<file path="config.mk">
export PLATFORM = sky130hd
export DESIGN_NAME = progressive_sample_fill
export DESIGN_NICKNAME = d
export VERILOG_FILES = /design/src/rtl/psf_pkg.sv /design/src/rtl/psf_front.sv /design/src/rtl/psf_back.sv /design/src/rtl/psf_outq.sv /design/src/rtl/progressive_sample_fill.sv
export SDC_FILE = /design/constraint.sdc
export NUM_CORES = 1
export LEC_CHECK = 0
export CORE_MARGIN = 2
export CORE_UTILIZATION = 35
export CTS_CLUSTER_SIZE = 40
export DETAILED_ROUTE_END_ITERATION = 16
export DONT_BUFFER_PORTS = 1
export GPL_TIMING_DRIVEN = 0
export PLACE_DENSITY_LB_ADDON = 0.3
export SLEW_MARGIN = 10
export SYNTH_ARGS = -nofsm -noshare
export SYNTH_HDL_FRONTEND = slang
export SYNTH_HIERARCHICAL = 1
export SYNTH_SLANG_ARGS = --single-unit
</file>
<file path="constraint.sdc">
create_clock -name clk -period 15.1 [get_ports clk]
set_input_delay 0.755 -clock clk [delete_from_list [all_inputs] [get_ports clk]]
set_output_delay 0.755 -clock clk [all_outputs]
set_load 0.005 [all_outputs]
</file>
<file path="src/rtl/psf_pkg.sv">
// Shared types, constants and helper functions of the progressive sample fill.
// Used by every module under rtl; depends on nothing else.
package psf_pkg;

	localparam int COORD_BITS      = 12;
	localparam int MAX_SAMPLE_BITS = 6;
	localparam int COLOR_BITS      = 32;
	localparam int SBITS_W         = 2;
	localparam int PASS_BITS       = 6;
	localparam int FRAME_BITS      = 13;
	localparam int CFG_IDX_W       = 3;
	localparam int CFG_DATA_W      = 13;
	localparam int OFS_BITS        = (1 << SBITS_W) - 1;
	localparam int BITS_W          = 3;
	localparam int DEPTH_W         = 3;
	localparam int CNT_W           = (MAX_SAMPLE_BITS > 0) ? MAX_SAMPLE_BITS : 1;
	localparam int IDX_W           = PASS_BITS;
	localparam int CMP_W           = (FRAME_BITS > COORD_BITS + 1) ? FRAME_BITS
	                                                                : COORD_BITS + 1;

	localparam logic [FRAME_BITS-1:0] FRAME_WIDTH_RST  = FRAME_BITS'(640);
	localparam logic [FRAME_BITS-1:0] FRAME_HEIGHT_RST = FRAME_BITS'(480);

	typedef enum logic [CFG_IDX_W-1:0] {
		REG_X_SAMPLE_BITS = 3'd0,
		REG_Y_SAMPLE_BITS = 3'd1,
		REG_SAMPLE_PASS   = 3'd2,
		REG_FRAME_WIDTH   = 3'd3,
		REG_FRAME_HEIGHT  = 3'd4
	} cfg_reg_t;

	typedef enum logic [1:0] {
		BK_IDLE,
		BK_RUN,
		BK_FLUSH
	} back_state_t;

	typedef struct packed {
		logic [FRAME_BITS-1:0] width;
		logic [FRAME_BITS-1:0] height;
	} frame_cfg_t;

	typedef struct packed {
		logic [COORD_BITS-1:0] tile_x;
		logic [COORD_BITS-1:0] tile_y;
		logic [COLOR_BITS-1:0] color;
		logic [SBITS_W-1:0]    dx;
		logic [SBITS_W-1:0]    dy;
		logic [PASS_BITS-1:0]  pass;
		logic [DEPTH_W-1:0]    depth;
		logic [CNT_W-1:0]      last_i;
	} item_t;

	typedef struct packed {
		logic [COORD_BITS-1:0] x;
		logic [COORD_BITS-1:0] y;
		logic [COLOR_BITS-1:0] color;
		logic                  last;
	} pixel_t;

	typedef struct packed {
		logic [OFS_BITS-1:0] x;
		logic [OFS_BITS-1:0] y;
	} ofs_t;

	// Position of the highest set bit, zero for zero.
	function automatic logic [DEPTH_W-1:0] floor_log2(input logic [PASS_BITS-1:0] v);
		logic [DEPTH_W-1:0] d;
		d = '0;
		for (int k = 1; k < PASS_BITS; k++) begin
			if (v[k]) begin
				d = DEPTH_W'(k);
			end
		end
		return d;
	endfunction

	// Extra x bits first, then extra y bits, then x/y pairs; each bit enters at the LSB.
	function automatic ofs_t split_index(input logic [IDX_W-1:0] idx,
	                                     input logic [SBITS_W-1:0] dx,
	                                     input logic [SBITS_W-1:0] dy);
		logic [SBITS_W-1:0]  common;
		logic [SBITS_W-1:0]  ex;
		logic [SBITS_W-1:0]  ey;
		logic [IDX_W-1:0]    v;
		logic [OFS_BITS-1:0] x;
		logic [OFS_BITS-1:0] y;
		ofs_t                r;
		common = (dx < dy) ? dx : dy;
		ex     = dx - common;
		ey     = dy - common;
		v      = idx;
		x      = '0;
		y      = '0;
		for (int k = 0; k < OFS_BITS; k++) begin
			if (SBITS_W'(k) < ex) begin
				x = {x[OFS_BITS-2:0], v[0]};
				v = v >> 1;
			end
		end
		for (int k = 0; k < OFS_BITS; k++) begin
			if (SBITS_W'(k) < ey) begin
				y = {y[OFS_BITS-2:0], v[0]};
				v = v >> 1;
			end
		end
		for (int k = 0; k < OFS_BITS; k++) begin
			if (SBITS_W'(k) < common) begin
				x = {x[OFS_BITS-2:0], v[0]};
				y = {y[OFS_BITS-2:0], v[1]};
				v = v >> 2;
			end
		end
		r.x = x;
		r.y = y;
		return r;
	endfunction

endpackage

</file>
<file path="src/rtl/psf_front.sv">
// Front end: configuration registers, sample intake and per-item classification,
// plus the two-entry item queue toward the back end. Depends on psf_pkg.
module psf_front import psf_pkg::*; (
	input  logic                  clk,
	input  logic                  arst_n,
	input  logic                  cfg_we,
	input  logic [CFG_IDX_W-1:0]  cfg_idx,
	input  logic [CFG_DATA_W-1:0] cfg_wdata,
	input  logic                  push,
	output logic                  full,
	input  logic [COORD_BITS-1:0] tile_x,
	input  logic [COORD_BITS-1:0] tile_y,
	input  logic [COLOR_BITS-1:0] sample_color,
	output frame_cfg_t            frame,
	output item_t                 head,
	output logic                  head_vld,
	input  logic                  head_pop
);

	localparam int Q_DEPTH = 2;
	localparam int PTR_W   = 1;

	logic [SBITS_W-1:0]    dx_q;
	logic [SBITS_W-1:0]    dy_q;
	logic [PASS_BITS-1:0]  pass_q;
	logic [FRAME_BITS-1:0] width_q;
	logic [FRAME_BITS-1:0] height_q;

	item_t                 mem_q [Q_DEPTH];
	logic [PTR_W-1:0]      wr_ptr_q;
	logic [PTR_W-1:0]      rd_ptr_q;
	logic [PTR_W:0]        cnt_q;

	logic [BITS_W-1:0]     sum_bits;
	logic [BITS_W-1:0]     bits;
	logic                  skip;
	logic [DEPTH_W-1:0]    depth;
	item_t                 item;
	logic                  accept;
	logic                  enq;

	always_ff @(posedge clk or negedge arst_n) begin
		if (!arst_n) begin
			dx_q     <= '0;
			dy_q     <= '0;
			pass_q   <= '0;
			width_q  <= FRAME_WIDTH_RST;
			height_q <= FRAME_HEIGHT_RST;
		end else if (cfg_we) begin
			case (cfg_reg_t'(cfg_idx))
				REG_X_SAMPLE_BITS: dx_q     <= cfg_wdata[SBITS_W-1:0];
				REG_Y_SAMPLE_BITS: dy_q     <= cfg_wdata[SBITS_W-1:0];
				REG_SAMPLE_PASS:   pass_q   <= cfg_wdata[PASS_BITS-1:0];
				REG_FRAME_WIDTH:   width_q  <= cfg_wdata[FRAME_BITS-1:0];
				REG_FRAME_HEIGHT:  height_q <= cfg_wdata[FRAME_BITS-1:0];
				default: ;
			endcase
		end
	end

	assign frame.width  = width_q;
	assign frame.height = height_q;

	always_comb begin
		sum_bits = BITS_W'({1'b0, dx_q}) + BITS_W'({1'b0, dy_q});
		bits     = (sum_bits > BITS_W'(MAX_SAMPLE_BITS)) ? BITS_W'(MAX_SAMPLE_BITS) : sum_bits;
		// A pass at or beyond the tile's sample count produces no writes at all.
		skip     = ({1'b0, pass_q} >= ((PASS_BITS + 1)'(1) << bits));
		depth    = floor_log2(pass_q);
		item.tile_x = tile_x;
		item.tile_y = tile_y;
		item.color  = sample_color;
		item.dx     = dx_q;
		item.dy     = dy_q;
		item.pass   = pass_q;
		item.depth  = depth;
		item.last_i = CNT_W'((32'd1 << (bits - BITS_W'(depth))) - 32'd1);
	end

	assign full     = (cnt_q == (PTR_W + 1)'(Q_DEPTH));
	assign accept   = push && !full;
	assign enq      = accept && !skip;
	assign head_vld = (cnt_q != '0);
	assign head     = mem_q[rd_ptr_q];

	always_ff @(posedge clk) begin
		if (enq) begin
			mem_q[wr_ptr_q] <= item;
		end
	end

	always_ff @(posedge clk or negedge arst_n) begin
		if (!arst_n) begin
			wr_ptr_q <= '0;
			rd_ptr_q <= '0;
			cnt_q    <= '0;
		end else begin
			if (enq) begin
				wr_ptr_q <= wr_ptr_q + PTR_W'(1);
			end
			if (head_pop) begin
				rd_ptr_q <= rd_ptr_q + PTR_W'(1);
			end
			cnt_q <= cnt_q + (PTR_W + 1)'(enq) - (PTR_W + 1)'(head_pop);
		end
	end

endmodule

</file>
<file path="src/rtl/psf_back.sv">
// Back end: walks the sample indices of one item, maps them to pixels,
// drops off-frame writes and tags the final one. Depends on psf_pkg.
module psf_back import psf_pkg::*; (
	input  logic       clk,
	input  logic       arst_n,
	input  frame_cfg_t frame,
	input  item_t      head,
	input  logic       head_vld,
	output logic       head_pop,
	output logic       out_push,
	output pixel_t     out_data,
	input  logic       out_full
);

	back_state_t           state_q;
	back_state_t           state_d;
	item_t                 item_q;
	item_t                 item_d;
	logic [CNT_W-1:0]      i_q;
	logic [CNT_W-1:0]      i_d;
	pixel_t                pend_q;
	pixel_t                pend_d;
	logic                  pend_vld_q;
	logic                  pend_vld_d;

	logic [IDX_W+CNT_W-1:0] idx_wide;
	logic [IDX_W-1:0]       idx;
	ofs_t                   ofs;
	logic [COORD_BITS:0]    px;
	logic [COORD_BITS:0]    py;
	logic                   cand_ok;
	pixel_t                 cand;

	always_comb begin
		idx_wide = {{IDX_W{1'b0}}, i_q} << item_q.depth;
		idx      = idx_wide[IDX_W-1:0] | item_q.pass;
		ofs      = split_index(idx, item_q.dx, item_q.dy);
		px       = {1'b0, item_q.tile_x} + {{(COORD_BITS + 1 - OFS_BITS){1'b0}}, ofs.x};
		py       = {1'b0, item_q.tile_y} + {{(COORD_BITS + 1 - OFS_BITS){1'b0}}, ofs.y};
		// Drop anything past the frame or past the coordinate range.
		cand_ok  = !px[COORD_BITS] && !py[COORD_BITS]
		        && (CMP_W'(px) < CMP_W'(frame.width))
		        && (CMP_W'(py) < CMP_W'(frame.height));
		cand.x     = px[COORD_BITS-1:0];
		cand.y     = py[COORD_BITS-1:0];
		cand.color = item_q.color;
		cand.last  = 1'b0;
	end

	always_comb begin
		state_d    = state_q;
		item_d     = item_q;
		i_d        = i_q;
		pend_d     = pend_q;
		pend_vld_d = pend_vld_q;
		head_pop   = 1'b0;
		out_push   = 1'b0;
		out_data   = pend_q;
		case (state_q)
			BK_IDLE: begin
				if (head_vld) begin
					head_pop = 1'b1;
					item_d   = head;
					i_d      = '0;
					state_d  = BK_RUN;
				end
			end
			BK_RUN: begin
				// Hold back one write until the next one shows whether it was the final.
				if (!out_full) begin
					if (cand_ok) begin
						out_push   = pend_vld_q;
						out_data   = pend_q;
						pend_d     = cand;
						pend_vld_d = 1'b1;
					end
					i_d = i_q + CNT_W'(1);
					if (i_q == item_q.last_i) begin
						state_d = BK_FLUSH;
					end
				end
			end
			BK_FLUSH: begin
				if (!pend_vld_q) begin
					state_d = BK_IDLE;
				end else if (!out_full) begin
					out_push      = 1'b1;
					out_data      = pend_q;
					out_data.last = 1'b1;
					pend_vld_d    = 1'b0;
					state_d       = BK_IDLE;
				end
			end
			default: begin
				state_d = BK_IDLE;
			end
		endcase
	end

	always_ff @(posedge clk or negedge arst_n) begin
		if (!arst_n) begin
			state_q    <= BK_IDLE;
			pend_vld_q <= 1'b0;
		end else begin
			state_q    <= state_d;
			pend_vld_q <= pend_vld_d;
		end
	end

	always_ff @(posedge clk) begin
		item_q <= item_d;
		i_q    <= i_d;
		pend_q <= pend_d;
	end

endmodule

</file>
<file path="src/rtl/psf_outq.sv">
// Two-entry result queue that decouples the back end from the pixel sink.
// Depends on psf_pkg.
module psf_outq import psf_pkg::*; (
	input  logic   clk,
	input  logic   arst_n,
	input  logic   wr,
	input  pixel_t wr_data,
	output logic   full,
	input  logic   pop,
	output logic   empty,
	output pixel_t rd_data
);

	localparam int Q_DEPTH = 2;
	localparam int PTR_W   = 1;

	pixel_t           mem_q [Q_DEPTH];
	logic [PTR_W-1:0] wr_ptr_q;
	logic [PTR_W-1:0] rd_ptr_q;
	logic [PTR_W:0]   cnt_q;
	logic             do_wr;
	logic             do_rd;

	assign full    = (cnt_q == (PTR_W + 1)'(Q_DEPTH));
	assign empty   = (cnt_q == '0);
	assign do_wr   = wr && !full;
	assign do_rd   = pop && !empty;
	assign rd_data = mem_q[rd_ptr_q];

	always_ff @(posedge clk) begin
		if (do_wr) begin
			mem_q[wr_ptr_q] <= wr_data;
		end
	end

	always_ff @(posedge clk or negedge arst_n) begin
		if (!arst_n) begin
			wr_ptr_q <= '0;
			rd_ptr_q <= '0;
			cnt_q    <= '0;
		end else begin
			if (do_wr) begin
				wr_ptr_q <= wr_ptr_q + PTR_W'(1);
			end
			if (do_rd) begin
				rd_ptr_q <= rd_ptr_q + PTR_W'(1);
			end
			cnt_q <= cnt_q + (PTR_W + 1)'(do_wr) - (PTR_W + 1)'(do_rd);
		end
	end

endmodule

</file>
<file path="src/rtl/progressive_sample_fill.sv">
// Top level of the progressive sample fill: front end, back end and result queue.
// Depends on psf_pkg, psf_front, psf_back and psf_outq.
//
// Usage:
//   Samples enter through a queue-style port: drive tile_x, tile_y and sample_color
//   with push; a beat is taken on a clock edge where push is high and full is low.
//   Pixel writes leave through a second queue-style port: while empty is low the
//   oldest write sits on pixel_x, pixel_y, write_color and last; pop takes it.
//   last marks the final write of a sample; a sample whose writes all fall off the
//   frame, or whose pass is at or above the tile's sample count, gives no writes at all.
//   Configuration (tile size, pass, frame size) is written through cfg_we, cfg_idx
//   and cfg_wdata while the block is idle; unknown indices are ignored.
// Flow:
//   A sample with n = 2^(x_bits + y_bits - depth) candidates occupies the back end
//   through load, the walk (one candidate per cycle while the result queue is not
//   full) and a final flush before the next sample is loaded; the candidate walk in
//   the back end sets the rate. Two samples and two writes can be buffered.
// Reset and stalls:
//   arst_n clears all queues and restores the register defaults. When the sink
//   stops popping, the result queue fills, the back end holds and the front queue
//   raises full; nothing is dropped.
module progressive_sample_fill import psf_pkg::*; (
	input  logic                  clk,
	input  logic                  arst_n,
	input  logic                  cfg_we,
	input  logic [CFG_IDX_W-1:0]  cfg_idx,
	input  logic [CFG_DATA_W-1:0] cfg_wdata,
	input  logic                  push,
	output logic                  full,
	input  logic [COORD_BITS-1:0] tile_x,
	input  logic [COORD_BITS-1:0] tile_y,
	input  logic [COLOR_BITS-1:0] sample_color,
	output logic                  empty,
	input  logic                  pop,
	output logic [COORD_BITS-1:0] pixel_x,
	output logic [COORD_BITS-1:0] pixel_y,
	output logic [COLOR_BITS-1:0] write_color,
	output logic                  last
);

	frame_cfg_t frame;
	item_t      head;
	logic       head_vld;
	logic       head_pop;
	logic       out_push;
	pixel_t     out_data;
	logic       out_full;
	pixel_t     rd_data;

	psf_front u_front (
		.clk          (clk),
		.arst_n       (arst_n),
		.cfg_we       (cfg_we),
		.cfg_idx      (cfg_idx),
		.cfg_wdata    (cfg_wdata),
		.push         (push),
		.full         (full),
		.tile_x       (tile_x),
		.tile_y       (tile_y),
		.sample_color (sample_color),
		.frame        (frame),
		.head         (head),
		.head_vld     (head_vld),
		.head_pop     (head_pop)
	);

	psf_back u_back (
		.clk      (clk),
		.arst_n   (arst_n),
		.frame    (frame),
		.head     (head),
		.head_vld (head_vld),
		.head_pop (head_pop),
		.out_push (out_push),
		.out_data (out_data),
		.out_full (out_full)
	);

	psf_outq u_outq (
		.clk     (clk),
		.arst_n  (arst_n),
		.wr      (out_push),
		.wr_data (out_data),
		.full    (out_full),
		.pop     (pop),
		.empty   (empty),
		.rd_data (rd_data)
	);

	assign pixel_x     = rd_data.x;
	assign pixel_y     = rd_data.y;
	assign write_color = rd_data.color;
	assign last        = rd_data.last;

endmodule
</file>
==> impl_metrics.yaml <==
grt:
  grt_first_pass_wirelength_mm: 55.5
  antenna_found_initial: 0
  grt_overflow: 0
  gr-usage-all-layers_pct: 13.6
  grt_max_degree: 47
  grt_pass1_vias: 9407
route:
  avgRoutedWirePerCell_um: 19.7
  wirelength_mm: 36.8
  drtIter0Drc: 657
  antenna_left: 0
  vias: 9060
  first_pass_iters: 4
  drc: 0
  vias_per_cell: 4.84
power:
  p_sw_w: 0.00176
  clockPowerShare_pct: 20.9
  power.internal_w: 0.00327
  swShare_pct: 35.0
  peakVddDrop_v: 0.000108
  powerDensity_mw_per_mm2: 238
  leakagePower_nw: 7.48
  p_seq_share_pct: 39.7
  combPwrFrac_pct: 39.4
  power_w: 0.00503
timing:
  slew_headroom_pct: 30.5
  fin_setup_tns_ns: 0
  finalMaxSlewViolations: 0
  rsz0062_at_grt: "false"
  period_share_pct: 63.0
  worst_slack_ns: 5.59
  finalSetupViolCount: 0
  hold_violations: 0
  max_freq_ghz: 0.105
  clock_skew_ns: 0.00974
  post-route-min-period_ns: 9.51
  worst_slew_pin_slew_ns: 1.03
worst_setup_path:
  worst_ep_arrival_time_ns: 9.77
  cpPeakStageDelay_ns: 0.70
  cp-start-kind: "register"
  critPathKind: "register to register"
  path_max_fanout: 24
  cpMostUsedCell: "ha_1"
  required_ns: 15.37
  crit_slowest_cell: "xnor2_1"
  critPathCaptureType: "register"
logic_synthesis:
  syn_avg_cell_area_um2: 17.1
  syn_nets: 1215
  synthTopCellsByArea: "edfxtp_1 65%, mux2_2 9.3%, dfrtp_1 5.6%"
  synthDistinctLibCells: 70
  syn_inst: 1079
  ys_ff_latch: 448
  synth_top_area_share_pct: 65.3
  ys.flop_type: "edfxtp_1"
  synth_seq_area_share_pct: 71.8
  synth_top_area_cell: "edfxtp_1"
  synth_most_common_cell: "edfxtp_1"
  synth_area_mm2: 0.0184
  synth_edf_count: 401
  yosysWarnings: 6
  ys_async_sr_fraction_pct: 10.5
  netlist_top_cells_count: "401 x edfxtp_1, 152 x mux2_2, 56 x inv_1"
floorplanning:
  die_height_um: 233
  start_util_pct: 35.2
  ioPinCount: 136
  die_area_mm2: 0.0545
  die_x_um: 233
  core_area_mm2: 0.0523
  rows: 84
clock_network:
  clockBufferDepth: 3
  root_buffer: "clkbuf_16"
  numCtsBuffers: 46
  clock_sinks: 448
  cts_resized: 0
  htree_levels: 2
  clock_latency_ns: 0.57
  cts_tree: "yes"
  clk_pin_slew_ns: 0.06
cells_and_area:
  diodes: 0
  final_cells: 1871
  final_nets: 1282
  drive_above_1_share_pct: 25.1
  syn2layout_area_growth_pct: 14.6
status:
  status: "complete, no violations"
hold_path:
  min_path_type: "input port to async pin"
place:
  io_buffers: 0
  gp_congestion: 0.868
  preCtsSetupSlack_ns: 5.65
  dp.final_hpwl_mm: 25.7
  place_inst: 1784
job:
  drv_cap: 0
## path summary, 6_finish.rpt
path	startpoint	endpoint	slack [ns]	cells after the start
setup / recovery	u_back/item_q[16]	u_outq/mem_q[0][8]	5.59	35
hold / removal	arst_n	u_front/pass_q[1]	0.03	1
setup reg to reg	u_back/item_q[16]	u_outq/mem_q[0][8]	5.59	35
hold reg to reg	u_back/cand[17]	u_back/pend_q[17]	0.42	0
max in group asynchronous	arst_n	u_front/width_q[7]	14.16	1
min in group clk	sample_color[5]	u_front/mem_q[0][24]	0.27	0
## cells in the final DEF, fill, tap and decap left out, types with 11 or more instances in the layout
cell type  synthesis  routed
ha_1              55      55
nand2_1           37      37
xor2_1            13      13
nor2_1            38      37
edfxtp_1         401     401
dfrtp_1           41      41
clkinv_1           0      12
a21oi_1           25      23
clkinv_2           0      11
mux2_2           152     152
clkbuf_1          10      19
xnor2_1           31      31
clkbuf_16          0      47
o21ai_0           15      15
mux2_4            20      20
inv_1             56      56
nand3_1           13      13
## cell type report
cell class / count / area, um^2
fillers: 4706 / 31200
flip-flops and latches: 448 / 13200
multi-input cells: 547 / 4890
clock buffers: 57 / 1220
well taps: 688 / 861
repair buffers: 19 / 388
inverters: 56 / 210
clock inverters: 28 / 175
plain buffers: 28 / 155
## cells by family (layout without fill, tap and decap cells)
family                   after synthesis  after routing  share of synthesized area, %
XOR/XNOR                              45             45                          2.18
buffers and inverters                 84            188                          1.98
adder cells (fa/ha/maj)               59             59                          4.17
multiplexers                         181            181                          11.5
AO/OA/AOI/OAI                        105            105                          3.94
flip-flops                           448            448                          71.8
AND/OR/NAND/NOR                      157            157                          4.43
## critical path: cells and delay by family, from the launching register on
family	cells	cell delay [ns]
fa+ha+maj	5	1.51
xor+xnor	1	0.70
compound gates	11	2.97
buf+inv	7	1.36
simple gates	11	2.16
flops	1	0.42
## power by group through the flow
stage,clock (W),sequential (W),combinational [W]
3_3_place_gp,0,0.00207,0.00187
5_1_grt,0.00113,0.00203,0.00220
2_1_floorplan,0,0.00200,0.00139
4_1_cts,0.00109,0.00200,0.00200
6_report,0.00105,0.00200,0.00198
3_5_place_dp,0,0.00202,0.00198
## registers in the layout (all words and copies together) (netlist names)
register           flops
u_outq/rd_ptr_q        1
u_back/pend_q         56
u_outq/mem_q         114
u_front/cnt_q          2
u_front/rd_ptr_q       1
u_back/i_q             6
u_front/mem_q        150
u_back/item_q         43
u_front/dx_q           2
u_front/dy_q           2
u_outq/cnt_q           2
u_front/height_q      13
u_front/wr_ptr_q       1
u_front/width_q       13
u_outq/wr_ptr_q        1
u_front/pass_q         6
u_back/cand           32
u_back/state_q         2
u_back/pend_vld_q      1
## timing repair
action,4_1_cts,5_1_grt
hold endpoints to repair,41,0
hold buffers,2,0
setup buffers,0,0
## routing by layer
| metal | part of all wire (%) | GRT usage (%) | vias to the layer above |
|---|---|---|---|
| met5 | 0 | 0 | - |
| met4 | 3.4 | 5.62 | 0 |
| met3 | 6.1 | 3.65 | 63 |
| met2 | 50 | 22.9 | 180 |
| met1 | 41 | 16.4 | 4571 |
| li1 | - | - | 4246 |
## per-stage QoR
stage	util, %	hold slack [ns]	area, um^2
finish	40.4	0.0270	21100
global route	40.4	0.0233	21100
CTS	40.4	0.0148	21100
detailed placement	37.6	0.405	19700
global placement	36.9	0.401	19300
floorplan	-	0.400	18400
(Power assumes the default switching activity.)
